**src/rtl/pjss_pkg.sv**
```systemverilog
// Shared widths, command codes and control structs of the pairwise job-shop scheduler.
package pjss_pkg;

    localparam int OP_W   = 3;
    localparam int MACH_W = 8;
    localparam int DUR_W  = 32;
    localparam int ID_W   = 12;
    localparam int TIME_W = 48;
    localparam int STAT_W = 2;

    localparam logic [OP_W-1:0] OP_LOAD_A = 3'd0;
    localparam logic [OP_W-1:0] OP_LOAD_B = 3'd1;
    localparam logic [OP_W-1:0] OP_SCHED  = 3'd2;
    localparam logic [OP_W-1:0] OP_CLEAR  = 3'd3;
    localparam logic [OP_W-1:0] OP_REPORT = 3'd4;

    localparam logic [STAT_W-1:0] ST_PLACED  = 2'd0;
    localparam logic [STAT_W-1:0] ST_REPORT  = 2'd1;
    localparam logic [STAT_W-1:0] ST_DROPPED = 2'd2;

    localparam logic [TIME_W-1:0] TIME_MAX = '1;

    typedef struct packed {
        logic [MACH_W-1:0] mach;
        logic [DUR_W-1:0]  dur;
    } step_t;

    localparam int STEP_W = MACH_W + DUR_W;

    typedef struct packed {
        logic load_a;
        logic load_b;
        logic emit_drop;
        logic emit_report;
        logic sched_init;
        logic clr_init;
        logic clr_step;
        logic decide;
        logic sel_b;
        logic adv_a;
        logic adv_b;
        logic calc_max;
        logic calc_add;
        logic emit_place;
        logic last;
        logic next_a;
        logic end_sched;
    } cmd_t;

    typedef struct packed {
        logic a_left;
        logic b_left;
        logic same_mach;
        logic a_longer;
        logic full_a;
        logic full_b;
        logic clr_done;
    } status_t;

endpackage

```
**src/rtl/pjss_ctrl.sv**
```systemverilog
// Controller: command decode and the sequencer that walks a job pair.
module pjss_ctrl (
    input  logic                        clk,
    input  logic                        rst_n,
    input  logic                        start,
    input  logic [pjss_pkg::OP_W-1:0]   opcode,
    input  pjss_pkg::status_t           st,
    output logic                        busy,
    output pjss_pkg::cmd_t              cmd
);

    typedef enum logic [2:0] {
        S_CLR,
        S_IDLE,
        S_FETCH,
        S_DECIDE,
        S_RD,
        S_MAX,
        S_ADD,
        S_EMIT
    } state_t;

    state_t state_reg, state_next;
    logic   pend_reg, pend_next;
    logic   busy_reg;
    logic   accept;

    assign busy   = busy_reg;
    assign accept = start && !busy_reg;

    always_comb
    begin
        cmd        = '0;
        state_next = state_reg;
        pend_next  = pend_reg;
        case (state_reg)
            S_CLR:
            begin
                cmd.clr_step = 1'b1;
                if (st.clr_done)
                begin
                    state_next = S_IDLE;
                end
            end
            S_IDLE:
            begin
                if (accept)
                begin
                    case (opcode)
                        pjss_pkg::OP_LOAD_A:
                        begin
                            cmd.emit_drop = st.full_a;
                            cmd.load_a    = !st.full_a;
                        end
                        pjss_pkg::OP_LOAD_B:
                        begin
                            cmd.emit_drop = st.full_b;
                            cmd.load_b    = !st.full_b;
                        end
                        pjss_pkg::OP_SCHED:
                        begin
                            cmd.sched_init = 1'b1;
                            state_next     = S_FETCH;
                        end
                        pjss_pkg::OP_CLEAR:
                        begin
                            cmd.clr_init = 1'b1;
                            state_next   = S_CLR;
                        end
                        pjss_pkg::OP_REPORT:
                        begin
                            cmd.emit_report = 1'b1;
                        end
                        default:
                        begin
                            state_next = S_IDLE;
                        end
                    endcase
                end
            end
            S_FETCH:
            begin
                if (!st.a_left && !st.b_left)
                begin
                    cmd.end_sched = 1'b1;
                    state_next    = S_IDLE;
                end
                else
                begin
                    state_next = S_DECIDE;
                end
            end
            S_DECIDE:
            begin
                cmd.decide = 1'b1;
                state_next = S_RD;
                if (!st.b_left)
                begin
                    cmd.adv_a = 1'b1;
                end
                else if (!st.a_left)
                begin
                    cmd.sel_b = 1'b1;
                    cmd.adv_b = 1'b1;
                end
                else if (!st.same_mach)
                begin
                    // Both are placed, B's step first and A's after it.
                    cmd.sel_b = 1'b1;
                    cmd.adv_a = 1'b1;
                    cmd.adv_b = 1'b1;
                    pend_next = 1'b1;
                end
                else if (st.a_longer)
                begin
                    cmd.adv_a = 1'b1;
                end
                else
                begin
                    cmd.sel_b = 1'b1;
                    cmd.adv_b = 1'b1;
                end
            end
            S_RD:
            begin
                state_next = S_MAX;
            end
            S_MAX:
            begin
                cmd.calc_max = 1'b1;
                state_next   = S_ADD;
            end
            S_ADD:
            begin
                cmd.calc_add = 1'b1;
                state_next   = S_EMIT;
            end
            S_EMIT:
            begin
                cmd.emit_place = 1'b1;
                cmd.last       = !pend_reg && !st.a_left && !st.b_left;
                if (pend_reg)
                begin
                    cmd.next_a = 1'b1;
                    pend_next  = 1'b0;
                    state_next = S_RD;
                end
                else if (!st.a_left && !st.b_left)
                begin
                    cmd.end_sched = 1'b1;
                    state_next    = S_IDLE;
                end
                else
                begin
                    state_next = S_DECIDE;
                end
            end
            default:
            begin
                state_next = S_IDLE;
            end
        endcase
    end

    always_ff @(posedge clk or negedge rst_n)
    begin
        if (!rst_n)
        begin
            state_reg <= S_CLR;
            pend_reg  <= 1'b0;
            busy_reg  <= 1'b1;
        end
        else
        begin
            state_reg <= state_next;
            pend_reg  <= pend_next;
            busy_reg  <= state_next != S_IDLE;
        end
    end

    a_decide_has_work: assert property (@(posedge clk) disable iff (!rst_n)
        (state_reg == S_DECIDE) |-> (st.a_left || st.b_left))
        else $error("placement decision with both jobs exhausted");

    a_last_ends_walk: assert property (@(posedge clk) disable iff (!rst_n)
        (cmd.emit_place && cmd.last) |=> (state_reg == S_IDLE) && !busy_reg)
        else $error("final placement did not end the schedule");

endmodule

```
**config.mk**
```make
export PLATFORM = sky130hd
export DESIGN_NAME = pjss_ctrl
export DESIGN_NICKNAME = d
export VERILOG_FILES = /design/src/rtl/pjss_pkg.sv /design/src/rtl/pjss_ctrl.sv
export SDC_FILE = /design/constraint.sdc
export NUM_CORES = 1
export LEC_CHECK = 0
export CORE_AREA = 2 2 39 41
export CTS_CLUSTER_SIZE = 20
export DETAILED_ROUTE_END_ITERATION = 6
export DIE_AREA = 0 0 41 43
export DONT_BUFFER_PORTS = 1
export PLACE_DENSITY = 0.62
export SLEW_MARGIN = 0
export SYNTH_ARGS = -nofsm -noshare
export SYNTH_HDL_FRONTEND = slang
export SYNTH_SLANG_ARGS = --single-unit
```
**constraint.sdc**
```tcl
create_clock -name clk -period 1.59 [get_ports clk]
set_input_delay 0.318 -clock clk [delete_from_list [all_inputs] [get_ports clk]]
set_output_delay 0.318 -clock clk [all_outputs]
set_load 0.05 [all_outputs]
```
==> flow_metrics.env <==
export IMPL_status="complete, but fails checks"
export IMPL_violations="setup timing"
export IMPL_die_y_microns=43
export IMPL_tritoncts="built"
export IMPL_final_max_slew_violation_count=0
export IMPL_synth_area_leaders="dfrtp_1 (22%), dfstp_2 (5.7%), nor2_1 (5.7%)"
export IMPL_syn2layout_area_growth_pct=103.3
export IMPL_start_kind="flop"
export IMPL_r2r_end="busy$_DFF_PN1_"
export IMPL_synth_top_area_share_pct=21.80
export IMPL_htree_num_levels=1
export IMPL_layout_common_cells="buf_6 (10), buf_12 (7), buf_4 (7)"
export IMPL_synth_seq_area_share_pct=27.52
export IMPL_placed_area_sq_um=732.0
export IMPL_diodes=0
export IMPL_clock_skew_final_ns=0.001800
export IMPL_final_cell_area_sq_um=933.4
export IMPL_route_vias_total=534
export IMPL_ys_types=32
export IMPL_period_share_pct=137.2
export IMPL_synthXorXnorAreaFrac_pct=0
export IMPL_wire_per_inst_microns=13.27
export IMPL_synth_fa_ha_area_share_pct=0
export IMPL_insertion_delay_ns=0.24
export IMPL_ys_ff_latch=5
export IMPL_synth_simple_area_share_pct=46.87
export IMPL_initial_utilization_pct=33.18
export IMPL_largest_reg_flops=3
export IMPL_cts_buffer_depth=2
export IMPL_port_buffer_count=0
export IMPL_syn_cell_area_sq_um=459.2
export IMPL_vdd_drop_max_mv=1.491
export IMPL_routed_wl_mm=1.314
export IMPL_rr_startpoint="busy$_DFF_PN1_"
export IMPL_p_leak_nw=0.3862
export IMPL_path_max_fanout=3
export IMPL_yosys_area_top_type="dfrtp_1"
export IMPL_critPathRequiredTime_ns=1.27
export IMPL_fmax_mhz=458.4
export IMPL_critPathKind="reg -> out"
export IMPL_r2r_setup_slack_ns=0.22
export IMPL_synth_top_family_by_area="simple AND/OR/NAND/NOR gates"
export IMPL_drtAntennaViolNets=0
export IMPL_setup_violations_final=11
export IMPL_firstDrtPassIters=4
export IMPL_cts_sinks=5
export IMPL_grt_first_pass_wirelength_mm=2.132
export IMPL_rows=14
export IMPL_place_congestion=0.7477
export IMPL_synth_avg_cell_area_sq_um=7.917
export IMPL_stdcell_count=99
export IMPL_vias_per_cell=5.394
export IMPL_dieArea_sq_um=1763
export IMPL_rr_worst_depth=5
export IMPL_fin_crit_ns=2.181
export IMPL_synth_compound_area_share_pct=14.44
export IMPL_drive_gt1_share_pct=61.45
export IMPL_timing_final_ws_setup_ns=-0.5913
export IMPL_die_x_microns=41
export IMPL_worstMarginPinSlew_ns=0.3500
export IMPL_cellPowerDensity_nw_per_um2=1819
export IMPL_path_clk_slew_ns=0.04
export IMPL_final_common_cell="buf_6"
export IMPL_overflow=0
export IMPL_final_util_pct=67.45
export IMPL_dp_hpwl_microns=965.1
export IMPL_grt_use_total_pct=17.90
export IMPL_hold_viol_final=0
export IMPL_postSynthCellCount=58
export IMPL_syn_num_nets=71
export IMPL_grt_max_degree=11
export IMPL_yosysWarnings=0
export IMPL_io_pins=31
export IMPL_hp_start="st[5]"
export IMPL_worstPathArrival_ns=1.86
export IMPL_rsz0062_at_grt="yes"
export IMPL_whs_path_depth=2
export IMPL_first_global_vias=540
export IMPL_core_area_sq_um=1384
export IMPL_fin_nets=97
export IMPL_numCtsBuffers=3
export IMPL_cp_end_kind="primary output"
export IMPL_drcViolationCount=0
export IMPL_cts_root_buf="clkbuf_4"
export IMPL_antenna_found_initial=0
export IMPL_drv_cap=0
export IMPL_synthMuxAreaShare_pct=2.180
export IMPL_min_to="pend_reg$_DFFE_PN0P_"
export IMPL_placed_cells=88
export IMPL_drt_iter0_drc=4
export IMPL_maxSlewHeadroom_pct=76.42
export IMPL_hp_class="in -> reg"
==> worst max-delay path: stages (launching register included) <==
cell     delay [ns]
dfrtp_1        0.37
or3_4          0.38
or4_4          0.47
nor3b_4        0.23
buf_12         0.16
==> Yosys cell counts, drive strengths merged <==
library cell,instances
a21boi,1
a221o,1
a31oi,1
a41oi,1
and2,2
and3,5
and3b,1
buf,2
clkbuf,2
dfrtp,4
dfstp,1
inv,4
mux2i,1
nand2,2
nand2b,1
nand3,1
nand3b,2
nand4,1
nand4bb,1
nor2,7
nor3,5
nor3b,1
nor4,1
o2111ai,1
o21ai,5
or2b,1
or3,2
or4,1
==> per-layer routing <==
layer / part of all wire (%) / global-route usage (%)
met1: 39 / 20.07
met2: 54 / 30.63
met3: 6.5 / 4.712
met4: 0 / 6.000
met5: 0 / 0
==> timing repair <==
item	4_1_cts	5_1_grt
buffers inserted	7	2
resized for setup	25	5
pin swaps	8	5
endpoints found under the hold margin	5	0
setup endpoints to repair	14	16
hold buffers	1	0
==> cells by family (layout without fill, tap and decap cells) <==
kind of cell / after synthesis / after routing
AO/OA/AOI/OAI: 10 / 10
flip-flops: 5 / 5
AND/OR/NAND/NOR: 34 / 34
multiplexers: 1 / 1
buffers and inverters: 8 / 33
==> worst max-delay path by stage <==
stage,slack (ns),from,depth (start not counted),to
floorplan,-0.55,state_reg[1]$_DFF_PN0_,4,cmd[15]
global placement,-0.32,state_reg[2]$_DFF_PN0_,4,cmd[15]
detailed placement,-0.35,state_reg[2]$_DFF_PN0_,4,cmd[15]
CTS,-0.61,state_reg[2]$_DFF_PN0_,4,cmd[15]
global route,-0.65,state_reg[1]$_DFF_PN0_,4,cmd[15]
finish,-0.59,state_reg[2]$_DFF_PN0_,4,cmd[15]
==> final cells by class <==
type | count | area (sq um)
flip-flops and latches | 5 | 126.4
inverters | 4 | 15.01
well taps | 16 | 20.02
clock buffers | 4 | 26.28
fillers | 110 | 450.4
multi-input cells | 45 | 430.4
repair buffers | 25 | 315.3
==> report_power, final <==
| part | switching [mW] | internal, mW | leakage (nW) |
|---|---|---|---|
| combinational | 0.730 | 0.580 | 0.313 |
| sequential | 0.0476 | 0.194 | 0.0582 |
| clock | 0.0522 | 0.0949 | 0.0150 |
==> stage by stage <==
stage | power (mW) | TNS (ns) | hold slack, ns | worst slack, ns
floorplan | 0.9745 | -3.659 | 0.02241 | -0.5541
global placement | 1.218 | -0.8690 | 0.02253 | -0.3169
detailed placement | 1.246 | -1.001 | 0.02250 | -0.3469
CTS | 1.704 | -3.571 | 0.3076 | -0.6079
global route | 1.816 | -3.829 | 0.3535 | -0.6455
finish | 1.698 | -3.147 | 0.2968 | -0.5913
(Power assumes the default switching activity.)
